$ cat src/hw/rtl/jsu_pkg.sv
// Shared types and constants for the JSON string unescaper.
`default_nettype none

package jsu_pkg;

	typedef enum logic [2:0] {
		MODE_BODY    = 3'd0,
		MODE_ESC     = 3'd1,
		MODE_HEX1    = 3'd2,
		MODE_HIGH    = 3'd3,
		MODE_HIGH_BS = 3'd4,
		MODE_HEX2    = 3'd5
	} mode_t;

	typedef enum logic [1:0] {
		KIND_DATA   = 2'd0,
		KIND_CLOSED = 2'd1,
		KIND_ERROR  = 2'd2
	} kind_t;

	typedef enum logic [2:0] {
		ERR_TRUNC_ESC = 3'd0,
		ERR_BAD_ESC   = 3'd1,
		ERR_TRUNC_U   = 3'd2,
		ERR_BAD_HEX   = 3'd3,
		ERR_CTRL      = 3'd4,
		ERR_UNTERM    = 3'd5
	} err_t;

	localparam int MaxData = 6;

	localparam logic [15:0] HighFirst = 16'hD800;
	localparam logic [15:0] HighLast  = 16'hDBFF;
	localparam logic [15:0] LowFirst  = 16'hDC00;
	localparam logic [15:0] LowLast   = 16'hDFFF;
	localparam logic [20:0] SuppBase  = 21'h10000;
	localparam logic [20:0] Replace   = 21'h0FFFD;

	// Decoded results of one item: data bytes first, then an optional closing result.
	typedef struct packed {
		logic [MaxData-1:0][7:0] data;
		logic [2:0]              n_data;
		logic                    tail_v;
		kind_t                   tail_kind;
		err_t                    code;
	} desc_t;

endpackage

`default_nettype wire

$ cat src/hw/rtl/jsu_in_if.sv
// Input channel: raw string-body bytes and end-of-input mark.
`default_nettype none

interface jsu_in_if;
	logic       valid;
	logic       ready;
	logic [7:0] in_byte;
	logic       input_end;

	modport source(output valid, output in_byte, output input_end, input ready);
	modport sink(input valid, input in_byte, input input_end, output ready);
endinterface

`default_nettype wire

$ cat src/hw/rtl/jsu_out_if.sv
// Output channel: decoded bytes, close and error results.
`default_nettype none

interface jsu_out_if;
	logic       valid;
	logic       ready;
	logic [1:0] out_kind;
	logic [7:0] out_byte;
	logic [2:0] error_code;
	logic       last;

	modport source(output valid, output out_kind, output out_byte, output error_code,
		output last, input ready);
	modport sink(input valid, input out_kind, input out_byte, input error_code,
		input last, output ready);
endinterface

`default_nettype wire

$ cat src/hw/rtl/jsu_decode.sv
// Escape state machine: decodes one item into its result bytes and updates state.
`default_nettype none

module jsu_decode (
	input  wire logic          clk,
	input  wire logic          arst_n,
	input  wire logic          accept,
	input  wire logic [7:0]    in_byte,
	input  wire logic          input_end,
	output jsu_pkg::desc_t     desc,
	output logic               has_result
);
	import jsu_pkg::*;

	mode_t       mode_q, mode_d;
	logic [1:0]  dc_q, dc_d;
	logic [15:0] acc_q, acc_d;
	logic [15:0] held_q, held_d;

	logic [4:0]  hexv;
	logic [15:0] acc_new;
	logic        do_body, do_esc, restart, pre, main_raw, main_cp;
	logic [7:0]  raw_b;
	logic [20:0] cp;
	logic        acc_high, acc_low;
	logic [3:0][7:0] m;
	logic [2:0]  mlen;

	logic                    tail_v;
	kind_t                   tail_kind;
	err_t                    err_code;
	logic [MaxData-1:0][7:0] data_o;
	logic [2:0]              n_data_o;

	function automatic logic [4:0] hex_value(input logic [7:0] c);
		logic [4:0] v;
		v = 5'd16;
		if (c >= "0" && c <= "9") v = 5'(c - "0");
		else if (c >= "a" && c <= "f") v = 5'(c - "a" + 8'd10);
		else if (c >= "A" && c <= "F") v = 5'(c - "A" + 8'd10);
		return v;
	endfunction

	assign hexv     = hex_value(in_byte);
	assign acc_new  = {acc_q[11:0], hexv[3:0]};
	assign acc_high = (acc_new >= HighFirst) && (acc_new <= HighLast);
	assign acc_low  = (acc_new >= LowFirst) && (acc_new <= LowLast);

	always_comb begin
		mode_d    = mode_q;
		dc_d      = dc_q;
		acc_d     = acc_q;
		held_d    = held_q;
		do_body   = 1'b0;
		do_esc    = 1'b0;
		restart   = 1'b0;
		pre       = 1'b0;
		main_raw  = 1'b0;
		main_cp   = 1'b0;
		raw_b     = 8'd0;
		cp        = 21'd0;
		tail_v    = 1'b0;
		tail_kind = KIND_DATA;
		err_code  = ERR_TRUNC_ESC;

		if (input_end) begin
			restart   = 1'b1;
			tail_v    = 1'b1;
			tail_kind = KIND_ERROR;
			unique case (mode_q)
				MODE_ESC:  err_code = ERR_TRUNC_ESC;
				MODE_HEX1, MODE_HEX2: err_code = ERR_TRUNC_U;
				MODE_HIGH: begin
					pre      = 1'b1;
					err_code = ERR_UNTERM;
				end
				MODE_HIGH_BS: begin
					pre      = 1'b1;
					err_code = ERR_TRUNC_ESC;
				end
				default:   err_code = ERR_UNTERM;
			endcase
		end else begin
			unique case (mode_q)
				MODE_ESC: do_esc = 1'b1;
				MODE_HEX1, MODE_HEX2: begin
					if (hexv[4]) begin
						restart   = 1'b1;
						tail_v    = 1'b1;
						tail_kind = KIND_ERROR;
						err_code  = ERR_BAD_HEX;
					end else if (dc_q != 2'd3) begin
						acc_d = acc_new;
						dc_d  = dc_q + 2'd1;
					end else begin
						acc_d = 16'd0;
						dc_d  = 2'd0;
						if (mode_q == MODE_HEX2 && acc_low) begin
							held_d  = 16'd0;
							mode_d  = MODE_BODY;
							main_cp = 1'b1;
							cp      = SuppBase + {1'b0, held_q[9:0], acc_new[9:0]};
						end else begin
							if (mode_q == MODE_HEX2) begin
								held_d = 16'd0;
								pre    = 1'b1;
							end
							if (acc_high) begin
								held_d = acc_new;
								mode_d = MODE_HIGH;
							end else begin
								mode_d  = MODE_BODY;
								main_cp = 1'b1;
								cp      = acc_low ? Replace : {5'd0, acc_new};
							end
						end
					end
				end
				MODE_HIGH: begin
					if (in_byte == "\\") begin
						mode_d = MODE_HIGH_BS;
					end else begin
						held_d  = 16'd0;
						mode_d  = MODE_BODY;
						pre     = 1'b1;
						do_body = 1'b1;
					end
				end
				MODE_HIGH_BS: begin
					if (in_byte == "u") begin
						mode_d = MODE_HEX2;
						dc_d   = 2'd0;
						acc_d  = 16'd0;
					end else begin
						held_d = 16'd0;
						pre    = 1'b1;
						do_esc = 1'b1;
					end
				end
				default: do_body = 1'b1;
			endcase
		end

		if (do_body) begin
			mode_d = MODE_BODY;
			if (in_byte == "\"") begin
				restart   = 1'b1;
				tail_v    = 1'b1;
				tail_kind = KIND_CLOSED;
			end else if (in_byte == "\\") begin
				mode_d = MODE_ESC;
			end else if (in_byte < 8'h20) begin
				restart   = 1'b1;
				tail_v    = 1'b1;
				tail_kind = KIND_ERROR;
				err_code  = ERR_CTRL;
			end else begin
				main_raw = 1'b1;
				raw_b    = in_byte;
			end
		end

		if (do_esc) begin
			mode_d   = MODE_BODY;
			main_raw = 1'b1;
			case (in_byte)
				"\"": raw_b = 8'h22;
				"\\": raw_b = 8'h5C;
				"/":  raw_b = 8'h2F;
				"b":  raw_b = 8'h08;
				"f":  raw_b = 8'h0C;
				"n":  raw_b = 8'h0A;
				"r":  raw_b = 8'h0D;
				"t":  raw_b = 8'h09;
				"u": begin
					main_raw = 1'b0;
					mode_d   = MODE_HEX1;
					dc_d     = 2'd0;
					acc_d    = 16'd0;
				end
				default: begin
					main_raw  = 1'b0;
					restart   = 1'b1;
					tail_v    = 1'b1;
					tail_kind = KIND_ERROR;
					err_code  = ERR_BAD_ESC;
				end
			endcase
		end

		if (restart) begin
			mode_d = MODE_BODY;
			dc_d   = 2'd0;
			acc_d  = 16'd0;
			held_d = 16'd0;
		end
	end

	// UTF-8 encoding of the main result
	always_comb begin
		m    = '0;
		mlen = 3'd0;
		if (main_raw) begin
			m[0] = raw_b;
			mlen = 3'd1;
		end else if (main_cp) begin
			if (cp < 21'h80) begin
				m[0] = cp[7:0];
				mlen = 3'd1;
			end else if (cp < 21'h800) begin
				m[0] = {3'b110, cp[10:6]};
				m[1] = {2'b10, cp[5:0]};
				mlen = 3'd2;
			end else if (cp < 21'h10000) begin
				m[0] = {4'b1110, cp[15:12]};
				m[1] = {2'b10, cp[11:6]};
				m[2] = {2'b10, cp[5:0]};
				mlen = 3'd3;
			end else begin
				m[0] = {5'b11110, cp[20:18]};
				m[1] = {2'b10, cp[17:12]};
				m[2] = {2'b10, cp[11:6]};
				m[3] = {2'b10, cp[5:0]};
				mlen = 3'd4;
			end
		end
	end

	// Replacement character (EF BF BD) goes ahead of the main bytes
	always_comb begin
		data_o = '0;
		if (pre) begin
			data_o[0] = 8'hEF;
			data_o[1] = 8'hBF;
			data_o[2] = 8'hBD;
			data_o[3] = m[0];
			data_o[4] = m[1];
			data_o[5] = m[2];
			n_data_o  = mlen + 3'd3;
		end else begin
			data_o[0] = m[0];
			data_o[1] = m[1];
			data_o[2] = m[2];
			data_o[3] = m[3];
			n_data_o  = mlen;
		end
	end

	assign desc = '{data: data_o, n_data: n_data_o, tail_v: tail_v, tail_kind: tail_kind,
		code: err_code};

	assign has_result = (n_data_o != 3'd0) || tail_v;

	always_ff @(posedge clk or negedge arst_n) begin
		if (!arst_n) begin
			mode_q <= MODE_BODY;
			dc_q   <= 2'd0;
			acc_q  <= 16'd0;
			held_q <= 16'd0;
		end else if (accept) begin
			mode_q <= mode_d;
			dc_q   <= dc_d;
			acc_q  <= acc_d;
			held_q <= held_d;
		end
	end

endmodule

`default_nettype wire

$ cat src/hw/rtl/json_string_unescape_utf8_core.sv
// JSON string body unescaper: one raw byte per item in, UTF-8 bytes and close/error results out.
// Each accepted item is decoded combinationally into a result buffer, which then drains one
// result per cycle into the output register while the output is not stalled. Items with at most
// one result stream at one per cycle likewise; an item with more results (up to 6: a replacement
// character plus a 3-byte code point, or a 4-byte code point) holds the input while the buffer
// drains. The first result of an item goes through the buffer and then the output register. Items
// that only advance state (backslash, hex digits, a held high surrogate) give no result.
`default_nettype none

module json_string_unescape_utf8_core (
	input  wire logic  clk,
	input  wire logic  arst_n,
	jsu_in_if.sink     in_ch,
	jsu_out_if.source  out_ch
);
	import jsu_pkg::*;

	desc_t      desc_new;
	logic       has_result;
	logic       in_acc;

	desc_t      desc_s1;
	logic       desc_v_s1;
	logic [2:0] idx_q;
	logic [2:0] total;
	logic       desc_last;
	logic       out_load;

	logic       out_v_q;
	logic [1:0] kind_q;
	logic [7:0] byte_q;
	logic [2:0] code_q;
	logic       last_q;

	logic [1:0] nxt_kind;
	logic [7:0] nxt_byte;
	logic [2:0] nxt_code;

	jsu_decode u_decode (
		.clk        (clk),
		.arst_n     (arst_n),
		.accept     (in_acc),
		.in_byte    (in_ch.in_byte),
		.input_end  (in_ch.input_end),
		.desc       (desc_new),
		.has_result (has_result)
	);

	assign total     = desc_s1.n_data + {2'd0, desc_s1.tail_v};
	assign desc_last = (idx_q == total - 3'd1);
	assign out_load  = desc_v_s1 && (!out_v_q || out_ch.ready);

	assign in_ch.ready = !desc_v_s1 || (out_load && desc_last);
	assign in_acc      = in_ch.valid && in_ch.ready;

	always_comb begin
		nxt_kind = KIND_DATA;
		nxt_byte = 8'd0;
		nxt_code = 3'd0;
		if (idx_q < desc_s1.n_data) begin
			case (idx_q)
				3'd0:    nxt_byte = desc_s1.data[0];
				3'd1:    nxt_byte = desc_s1.data[1];
				3'd2:    nxt_byte = desc_s1.data[2];
				3'd3:    nxt_byte = desc_s1.data[3];
				3'd4:    nxt_byte = desc_s1.data[4];
				3'd5:    nxt_byte = desc_s1.data[5];
				default: nxt_byte = 8'd0;
			endcase
		end else begin
			nxt_kind = desc_s1.tail_kind;
			if (desc_s1.tail_kind == KIND_ERROR) nxt_code = desc_s1.code;
		end
	end

	always_ff @(posedge clk or negedge arst_n) begin
		if (!arst_n) begin
			desc_v_s1 <= 1'b0;
			idx_q     <= 3'd0;
		end else if (in_acc) begin
			desc_v_s1 <= has_result;
			idx_q     <= 3'd0;
		end else if (out_load) begin
			if (desc_last) begin
				desc_v_s1 <= 1'b0;
			end else begin
				idx_q <= idx_q + 3'd1;
			end
		end
	end

	always_ff @(posedge clk) begin
		if (in_acc) begin
			desc_s1 <= desc_new;
		end
	end

	always_ff @(posedge clk or negedge arst_n) begin
		if (!arst_n) begin
			out_v_q <= 1'b0;
		end else if (out_load) begin
			out_v_q <= 1'b1;
		end else if (out_ch.ready) begin
			out_v_q <= 1'b0;
		end
	end

	always_ff @(posedge clk) begin
		if (out_load) begin
			kind_q <= nxt_kind;
			byte_q <= nxt_byte;
			code_q <= nxt_code;
			last_q <= desc_last;
		end
	end

	assign out_ch.valid      = out_v_q;
	assign out_ch.out_kind   = kind_q;
	assign out_ch.out_byte   = byte_q;
	assign out_ch.error_code = code_q;
	assign out_ch.last       = last_q;

endmodule

`default_nettype wire

$ cat src/flat_wrapper.sv
// flat-port wrapper written by rule: the top's interface ports become plain ports
module json_string_unescape_utf8_core_flat import jsu_pkg::*;
  (clk, arst_n, in_ch_valid, in_ch_in_byte, in_ch_input_end, in_ch_ready, out_ch_valid, out_ch_out_kind, out_ch_out_byte, out_ch_error_code, out_ch_last, out_ch_ready);
  jsu_in_if in_ch_i ();
  jsu_out_if out_ch_i ();
  input  wire logic clk;
  input  wire logic arst_n;
  input wire logic [$bits(in_ch_i.valid)-1:0] in_ch_valid;
  input wire logic [$bits(in_ch_i.in_byte)-1:0] in_ch_in_byte;
  input wire logic [$bits(in_ch_i.input_end)-1:0] in_ch_input_end;
  output wire logic [$bits(in_ch_i.ready)-1:0] in_ch_ready;
  output wire logic [$bits(out_ch_i.valid)-1:0] out_ch_valid;
  output wire logic [$bits(out_ch_i.out_kind)-1:0] out_ch_out_kind;
  output wire logic [$bits(out_ch_i.out_byte)-1:0] out_ch_out_byte;
  output wire logic [$bits(out_ch_i.error_code)-1:0] out_ch_error_code;
  output wire logic [$bits(out_ch_i.last)-1:0] out_ch_last;
  input wire logic [$bits(out_ch_i.ready)-1:0] out_ch_ready;
  assign in_ch_i.valid = in_ch_valid;
  assign in_ch_i.in_byte = in_ch_in_byte;
  assign in_ch_i.input_end = in_ch_input_end;
  assign in_ch_ready = in_ch_i.ready;
  assign out_ch_valid = out_ch_i.valid;
  assign out_ch_out_kind = out_ch_i.out_kind;
  assign out_ch_out_byte = out_ch_i.out_byte;
  assign out_ch_error_code = out_ch_i.error_code;
  assign out_ch_last = out_ch_i.last;
  assign out_ch_i.ready = out_ch_ready;
  json_string_unescape_utf8_core u_core (.clk(clk), .arst_n(arst_n), .in_ch(in_ch_i), .out_ch(out_ch_i));
endmodule
$ cat config.mk
export PLATFORM = sky130hd
export DESIGN_NAME = json_string_unescape_utf8_core_flat
export DESIGN_NICKNAME = d
export VERILOG_FILES = /design/src/hw/rtl/jsu_pkg.sv /design/src/hw/rtl/jsu_in_if.sv /design/src/hw/rtl/jsu_out_if.sv /design/src/hw/rtl/jsu_decode.sv /design/src/hw/rtl/json_string_unescape_utf8_core.sv /design/src/flat_wrapper.sv
export SDC_FILE = /design/constraint.sdc
export NUM_CORES = 1
export LEC_CHECK = 0
export BUFFER_PORTS_ARGS = -buffer_cell sky130_fd_sc_hd__clkbuf_2
export CAP_MARGIN = 20
export CORE_ASPECT_RATIO = 1.4
export CORE_MARGIN = 2
export CORE_UTILIZATION = 39
export CTS_CLUSTER_SIZE = 24
export DETAILED_ROUTE_END_ITERATION = 7
export PLACE_DENSITY = 0.61
export SYNTH_ARGS = -nofsm -noshare
export SYNTH_HDL_FRONTEND = slang
export SYNTH_SLANG_ARGS = --single-unit
$ cat constraint.sdc
create_clock -name clk -period 4.44 [get_ports clk]
set_clock_uncertainty 0.05 [all_clocks]
set_input_delay 0.888 -clock clk [delete_from_list [all_inputs] [get_ports clk]]
set_output_delay 0.888 -clock clk [all_outputs]
set_load 0.01 [all_outputs]
==> results of run 1 <==
-- metrics by stage --
stage	setup WS, ns	hold WS [ns]	power (mW)	cells
final	0.819	0.445	3.16	869
after CTS	0.859	0.449	3.18	869
after floorplan	0.664	0.392	2.12	637
after detailed placement	0.506	0.431	2.47	853
after global placement	0.589	0.431	2.46	853
after global routing	0.564	0.471	3.35	869
-- synth_stat cells, drive strengths merged, types with 6 or more instances --
library cell,n
clkbuf,16
a21oi,30
nor2b,11
nand2b,10
o31ai,8
nand2,72
a31oi,6
and2,12
or3,6
dfrtp,32
nor3,17
a22o,13
nor2,61
o211ai,9
o21ai,50
ha,16
inv,22
o22ai,9
buf,18
and3,6
xnor2,8
edfxtp,67
a221oi,13
nand3,12
-- logic make-up (layout without fill, tap and decap cells) --
family | Yosys count | in the layout | share of synthesized area, %
multiplexers | 7 | 7 | 1.19
buffers and inverters | 57 | 90 | 4.11
XOR/XNOR | 11 | 11 | 1.65
AND/OR/NAND/NOR | 244 | 244 | 20.8
AO/OA/AOI/OAI | 203 | 203 | 24.3
flip-flops | 99 | 99 | 44.7
adder cells (fa/ha/maj) | 16 | 16 | 3.18
-- worst max-delay path: stages, from the launching register on --
cell                       delay [ns]
sky130_fd_sc_hd__dfrtp_1         0.74
sky130_fd_sc_hd__nand3b_4        0.27
sky130_fd_sc_hd__o41ai_2         0.68
sky130_fd_sc_hd__nand4_2         0.34
sky130_fd_sc_hd__nor2_4          0.17
sky130_fd_sc_hd__buf_4           0.21
sky130_fd_sc_hd__nand2_1         0.13
sky130_fd_sc_hd__a21oi_4         0.21
sky130_fd_sc_hd__ha_1            0.19
sky130_fd_sc_hd__nand2_1         0.06
sky130_fd_sc_hd__nor2_1          0.08
sky130_fd_sc_hd__a21oi_1         0.05
sky130_fd_sc_hd__o41a_1          0.31
-- layer usage --
metal | part of all wire [%] | vias to the layer above
met5 | 0 | -
met4 | 4.9 | 0
met3 | 3.3 | 46
met2 | 52 | 162
met1 | 40 | 2524
li1 | - | 2461
-- final cells by class --
class,instances,area [um2]
inverter,23,86.3
multi-input combinational,481,3220
fill,1530,9010
clock buffer,9,225
timing repair buffer,51,313
sequential,99,2810
tap,199,249
clock inverter,7,45.0
-- registers in the layout, summed over array words and instances, names as in the netlist --
name,cells
u_core.idx_q,3
u_core.out_ch.out_byte,8
u_core.desc_s1,53
u_core.u_decode.held_q,10
u_core.u_decode.dc_q,2
u_core.out_ch.out_kind,2
u_core.out_ch.error_code,3
u_core.desc_v_s1,1
u_core.u_decode.mode_q,3
u_core.u_decode.acc_q,12
u_core.out_ch.last,1
u_core.out_ch.valid,1
-- how the worst min path moves through the flow --
stage,startpoint,to,slack [ns],depth (start not counted)
after detailed placement,u_core.u_decode.held_q[3],u_core.u_decode.held_q[3],0.43,2
after floorplan,u_core.desc_v_s1,u_core.out_ch.valid,0.39,1
after global placement,u_core.u_decode.held_q[3],u_core.u_decode.held_q[3],0.43,2
after CTS,u_core.u_decode.held_q[3],u_core.u_decode.held_q[3],0.45,2
final,u_core.u_decode.held_q[3],u_core.u_decode.held_q[3],0.45,2
after global routing,u_core.u_decode.held_q[3],u_core.u_decode.held_q[3],0.47,2
-- power groups by stage --
| stage | registers, mW | clock network, mW | logic, mW |
|---|---|---|---|
| 2_1_floorplan | 1.36 | 0 | 0.757 |
| 3_3_place_gp | 1.36 | 0 | 1.10 |
| 3_5_place_dp | 1.36 | 0 | 1.11 |
| 4_1_cts | 1.34 | 0.724 | 1.11 |
| 5_1_grt | 1.36 | 0.758 | 1.23 |
| 6_report | 1.34 | 0.705 | 1.11 |
==> run_results.csv, run 1 <==
group,metric,value,unit
drt,ant_nets,0,
place,dpl.hpwl,13800,um
final_layout,design_area,6960,um2
yosys,area_of_the_mapped_netlist,6300,um2
clocking,cts_hold_repair.buffers,0,
final_layout,final_layout_size_suffix_gt1_share,16.3,%
setup_path,criticalPathCategory,"reg2reg",
sta,timing_worst_slew_pin_value,0.923,ns
sta,hold_viol,0,
clocking,post-cts-setup-buffers,0,
setup_path,worstSetupEndpoint,"u_core.desc_v_s1",
setup_path,crit_fanout,17,
power_and_ir_drop,power_switching,1.12,mW
floorplan,rows,55,
global_route,grt_start_max_net_pins,58,
global_route,overall_routing_resource_usage,20.7,%
place,numPortBuffers,28,
setup_path,r2r-end,"u_core.desc_v_s1",
sta,finalMaxSlewViolations,0,
yosys,synth_sequential_area_ratio,44.7,%
power_and_ir_drop,power_frac_clock,22.3,%
yosys,asyncSetResetFlopFracSynth,32.3,%
global_route,grtUsageMet3,2.35,%
floorplan,dieHeight,154,um
sta,achievable-frequency,276,MHz
global_route,use_met2,36.5,%
yosys,synth_largest_type_area_fraction,32.0,%
clocking,worst_setup_hold_path_clk_slew,0.06,ns
setup_path,worst_setup_path_startpoint,"u_core.u_decode.mode_q[2]",
power_and_ir_drop,pwr-share-seq,42.4,%
yosys,synth_flop_cell,"sky130_fd_sc_hd__edfxtp_1",
final_layout,mostFrequentLayoutCell,"sky130_fd_sc_hd__nand2_1",
setup_path,critical_path.startpoint_type,"flip-flop",
floorplan,design.core.area,16000,um2
yosys,synthCells,637,
setup_path,worstPathRequired,4.61,ns
place,postPlaceCellArea,6690,um2
final_layout,antennaDiodeCount,0,
clocking,cts_max_level,3,
global_route,busiest_layer,"met2",
hold_path,path_type_of_the_worst_min_delay_path,"reg2reg",
yosys,netlist.top_cell.by_area,"sky130_fd_sc_hd__edfxtp_1",
sta,post-route-period-util,81.6,%
sta,setup-violations-final,0,
yosys,mappedNetlistNets,666,
clocking,tritoncts,"built",
drt,drt_pass1_iterations,6,
clocking,cts_root_buffer,"sky130_fd_sc_hd__clkbuf_16",
clocking,cts-buffers-inserted,9,
place,finalWeightedCongestion,0.973,
floorplan,die_area,17200,um2
global_route,overflow,0,
yosys,synth-warning-count,0,
final_layout,mostFrequentLayoutCells,"sky130_fd_sc_hd__nand2_1 (71), sky130_fd_sc_hd__edfxtp_1 (67), sky130_fd_sc_hd__nor2_1 (57)",
global_route,groute.layer.met1.usage,24.6,%
sta,unrepaired_setup_endpoints_after_global_routing,"no",
sta,final.setup.tns,0,ns
floorplan,ioPinCount,29,
floorplan,start_util,39.4,%
yosys,synth_edf_count,67,
power_and_ir_drop,p_int,2.04,mW
floorplan,chipWidth,111,um
job,max_cap_viol_count,0,
drt,vias_per_cell,5.98,
power_and_ir_drop,worst_ir_drop_vdd,0.270,mV
final_layout,design.final.nets,694,
final_layout,area_growth,10.5,%
setup_path,end_kind,"flip-flop",
power_and_ir_drop,share_comb_of_total_power,35.2,%
final_layout,post-route-util,43.6,%
drt,routed_wirelength,17700,um
run_status,status,"complete, no violations",
setup_path,worst_ep_arrival_time,3.79,ns
global_route,antenna_found_initial,0,
global_route,global_route_wire_length_before_repair,28300,um
setup_path,worst_r2r_startpoint,"u_core.u_decode.mode_q[2]",
power_and_ir_drop,power.static_leakage,2.67,nW
setup_path,worst_r2r_path_depth,12,
sta,finalWorstPathRequiredPeriod,3.62,ns
clocking,clockBufferDepth,2,
drt,routed_wire_length_per_instance,20.3,um
power_and_ir_drop,power-per-cell-area,455,nW/um2
clocking,clock_latency,0.35,ns
clocking,cts-resized-gates,0,
drt,drt_iter0_drc,421,
clocking,cts_num_sinks,99,
setup_path,worst-r2r-setup-slack,0.82,ns
yosys,ys_ff_latch,99,
yosys,synth_area_leaders,"sky130_fd_sc_hd__edfxtp_1 (32%), sky130_fd_sc_hd__dfrtp_1 (13%), sky130_fd_sc_hd__nand2_1 (4.2%)",
yosys,yosysUniqueCellTypes,94,
yosys,syn_avg_cell_area,9.88,um2
global_route,grt_pass1_vias,5109,
power_and_ir_drop,switching_share,35.5,%
sta,slew_headroom,38.2,%
drt,drc,0,
drt,dr_total_vias,5193,
Power figures use the tool's default switching activity.
==> inputs of run 2 (changes only) <==
--- a/config.mk
+++ b/config.mk
@@ -12,7 +12,7 @@
 export CORE_UTILIZATION = 39
 export CTS_CLUSTER_SIZE = 24
 export DETAILED_ROUTE_END_ITERATION = 7
-export PLACE_DENSITY = 0.61
+export PLACE_DENSITY = 0.63
 export SYNTH_ARGS = -nofsm -noshare
 export SYNTH_HDL_FRONTEND = slang
 export SYNTH_SLANG_ARGS = --single-unit
==> constraint.sdc (replaced) <==
create_clock -name clk -period 3.33 [get_ports clk]
set_clock_uncertainty 0.05 [all_clocks]
set_input_delay 0.666 -clock clk [delete_from_list [all_inputs] [get_ports clk]]
set_output_delay 0.666 -clock clk [all_outputs]
set_load 0.01 [all_outputs]
==> run 2 against run 1 <==
Worst setup slack got worse by 0.69 ns. Utilization is 4.2 points higher. Clock power up 46%.
==> run_results.csv, run 2 (synthesis results as in run 1) <==
group,metric,value,unit
run_status,status,"complete, no violations",
sta,slew_headroom,41.0,%
final_layout,mostFrequentLayoutCells,"sky130_fd_sc_hd__buf_4 (98), sky130_fd_sc_hd__nand2_1 (71), sky130_fd_sc_hd__edfxtp_1 (67)",
final_layout,final_cells,948,
power_and_ir_drop,power.static_leakage,3.08,nW
drt,drc,0,
drt,routed_wirelength,18700,um
place,finalWeightedCongestion,0.958,
drt,vias_per_cell,5.75,
final_layout,largest_register_ffs,53,
global_route,antenna_found_initial,0,
drt,drt_iter0_drc,389,
power_and_ir_drop,power-per-cell-area,578,nW/um2
floorplan,design.core.area,16000,um2
setup_path,critical_path.startpoint_type,"primary input",
setup_path,worst-r2r-setup-slack,0.18,ns
setup_path,worstSetupEndpoint,"u_core.desc_s1[38]",
final_layout,design.final.nets,773,
clocking,cts_root_buffer,"sky130_fd_sc_hd__clkbuf_16",
setup_path,worst_setup_path_startpoint,"in_ch_in_byte[1]",
final_layout,area_growth,21.1,%
sta,hold_viol,0,
setup_path,critical_path.cell_chain,"clkbuf_2 > buf_4 > ha_1 > nor3b_1 > a22o_1 > or3b_1 > buf_4 > o21a_1 > and2_1 > a221oi_1 > a311oi_1 > buf_4 > o22ai_1",
sta,post-route-period-util,96.1,%
floorplan,start_util,39.4,%
clocking,cts-buffers-inserted,9,
setup_path,r2r-end,"u_core.desc_s1[35]",
global_route,overall_routing_resource_usage,21.7,%
global_route,overflow,0,
final_layout,mostFrequentLayoutCell,"sky130_fd_sc_hd__buf_4",
power_and_ir_drop,worst_ir_drop_vdd,0.573,mV
drt,ant_nets,0,
sta,unrepaired_setup_endpoints_after_global_routing,"no",
sta,timing_worst_slew_pin_value,0.885,ns
setup_path,worst_path_most_repeated_cell,"sky130_fd_sc_hd__buf_4",
final_layout,final_layout_size_suffix_gt1_share,25.1,%
drt,routed_wire_length_per_instance,19.7,um
sta,finalWorstPathRequiredPeriod,3.20,ns
sta,finalMaxSlewViolations,0,
setup_path,crit_path_max_incr_delay,0.49,ns
final_layout,sequential_cell_area,2810,um2
floorplan,rows,55,
setup_path,crit_fanout,5,
setup_path,critical-path-slowest-cell,"sky130_fd_sc_hd__a221oi_1",
global_route,grt_pass1_vias,5450,
setup_path,end_kind,"flip-flop",
clocking,tritoncts,"built",
sta,final.hold.worst_slack,0.365,ns
final_layout,multiInputGateArea,3220,um2
final_layout,largest-register,"u_core.desc_s1",
floorplan,dieHeight,154,um
clocking,clock_latency,0.35,ns
floorplan,ioPinCount,29,
setup_path,worst_r2r_path_depth,10,
setup_path,worstPathRequired,3.47,ns
sta,achievable-frequency,313,MHz
drt,dr_total_vias,5452,
clocking,clockBufferDepth,2,
floorplan,chipWidth,111,um
place,dpl.hpwl,14900,um
job,max_cap_viol_count,0,
clocking,cts_max_level,3,
place,numPortBuffers,28,
clocking,cts_num_sinks,99,
clocking,worst_setup_hold_path_clk_slew,0.07,ns
global_route,global_route_wire_length_before_repair,29200,um
setup_path,worst_r2r_startpoint,"u_core.u_decode.acc_q[9]",
setup_path,criticalPathCategory,"in2reg",
final_layout,registers_with_the_most_flip_flops,"u_core.desc_s1 x53, u_core.u_decode.acc_q x12, u_core.u_decode.held_q x10",
setup_path,worst_ep_arrival_time,3.34,ns
global_route,grt_start_max_net_pins,60,
hold_path,path_type_of_the_worst_min_delay_path,"in2async",
final_layout,n_fill_cell,1529,
clocking,cts_hold_repair.buffers,0,
sta,setup-violations-final,0,
final_layout,antennaDiodeCount,0,
drt,drt_pass1_iterations,5,
place,cell_count_post_placement,930,
sta,final.setup.tns,0,ns
floorplan,die_area,17200,um2
## run 2: cell count changes in the layout (fill, tap and decap cells not counted), sizes merged
cell	delta
clkinvlp	-1
buf	+79
bufinv	+1
## run 2: worst min path at each step
stage,cells after the start,to
final,1,u_core.idx_q[2]
after detailed placement,1,u_core.u_decode.dc_q[1]
after floorplan,0,u_core.desc_v_s1
after CTS,1,u_core.idx_q[2]
after global routing,1,u_core.idx_q[2]
after global placement,2,u_core.u_decode.held_q[1]
## run 2: cell type report
class                      count  area share [%]
sequential                    99            36.9
multi-input combinational    481            42.3
inverter                      23            1.20
clock inverter                 7           0.886
timing repair buffer         130            12.5
clock buffer                   9            2.95
tap                          199            3.26
## run 2: through the flow
step / power, mW / utilization [%] / instance area, um2 / setup slack [ns]
6_report: 4.41 / 47.8 / 7630 / 0.130
5_1_grt: 4.66 / 47.8 / 7630 / 0.00683
4_1_cts: 4.44 / 47.7 / 7610 / 0.143
3_5_place_dp: 3.41 / 45.8 / 7320 / -0.220
3_3_place_gp: 3.37 / 45.8 / 7320 / -0.230
2_1_floorplan: 2.82 / - / 6300 / 0.0483
## run 2: worst max-delay path, delay by kind of cell
kind                     cells  cell delay (ns)
buffers and inverters        4             0.58
AND/OR/NAND/NOR              3             0.73
adder cells (fa/ha/maj)      1             0.20
AO/OA/AOI/OAI                5             1.14
## run 2: power breakdown
part,total [mW],leakage (nW),switching [mW],internal (mW)
clock network,1.03,0.141,0.448,0.579
registers,1.77,1.07,0.106,1.66
logic,1.61,1.88,0.962,0.648
## run 2: metal layers
layer	track usage (%)	up-vias	routed length [um]	part of all wire [%]
met4	10.9	0	849	4.5
li1	-	2639	-	-
met2	40.1	140	9820	53
met5	0	-	0	0
met1	24.7	2629	7450	40
met3	2.43	44	546	2.9
## run 2: repair_timing
item | 4_1_cts | 5_1_grt
buffers inserted | 0 | 2
resized for setup | 0 | 0
setup endpoints to repair | 0 | 1
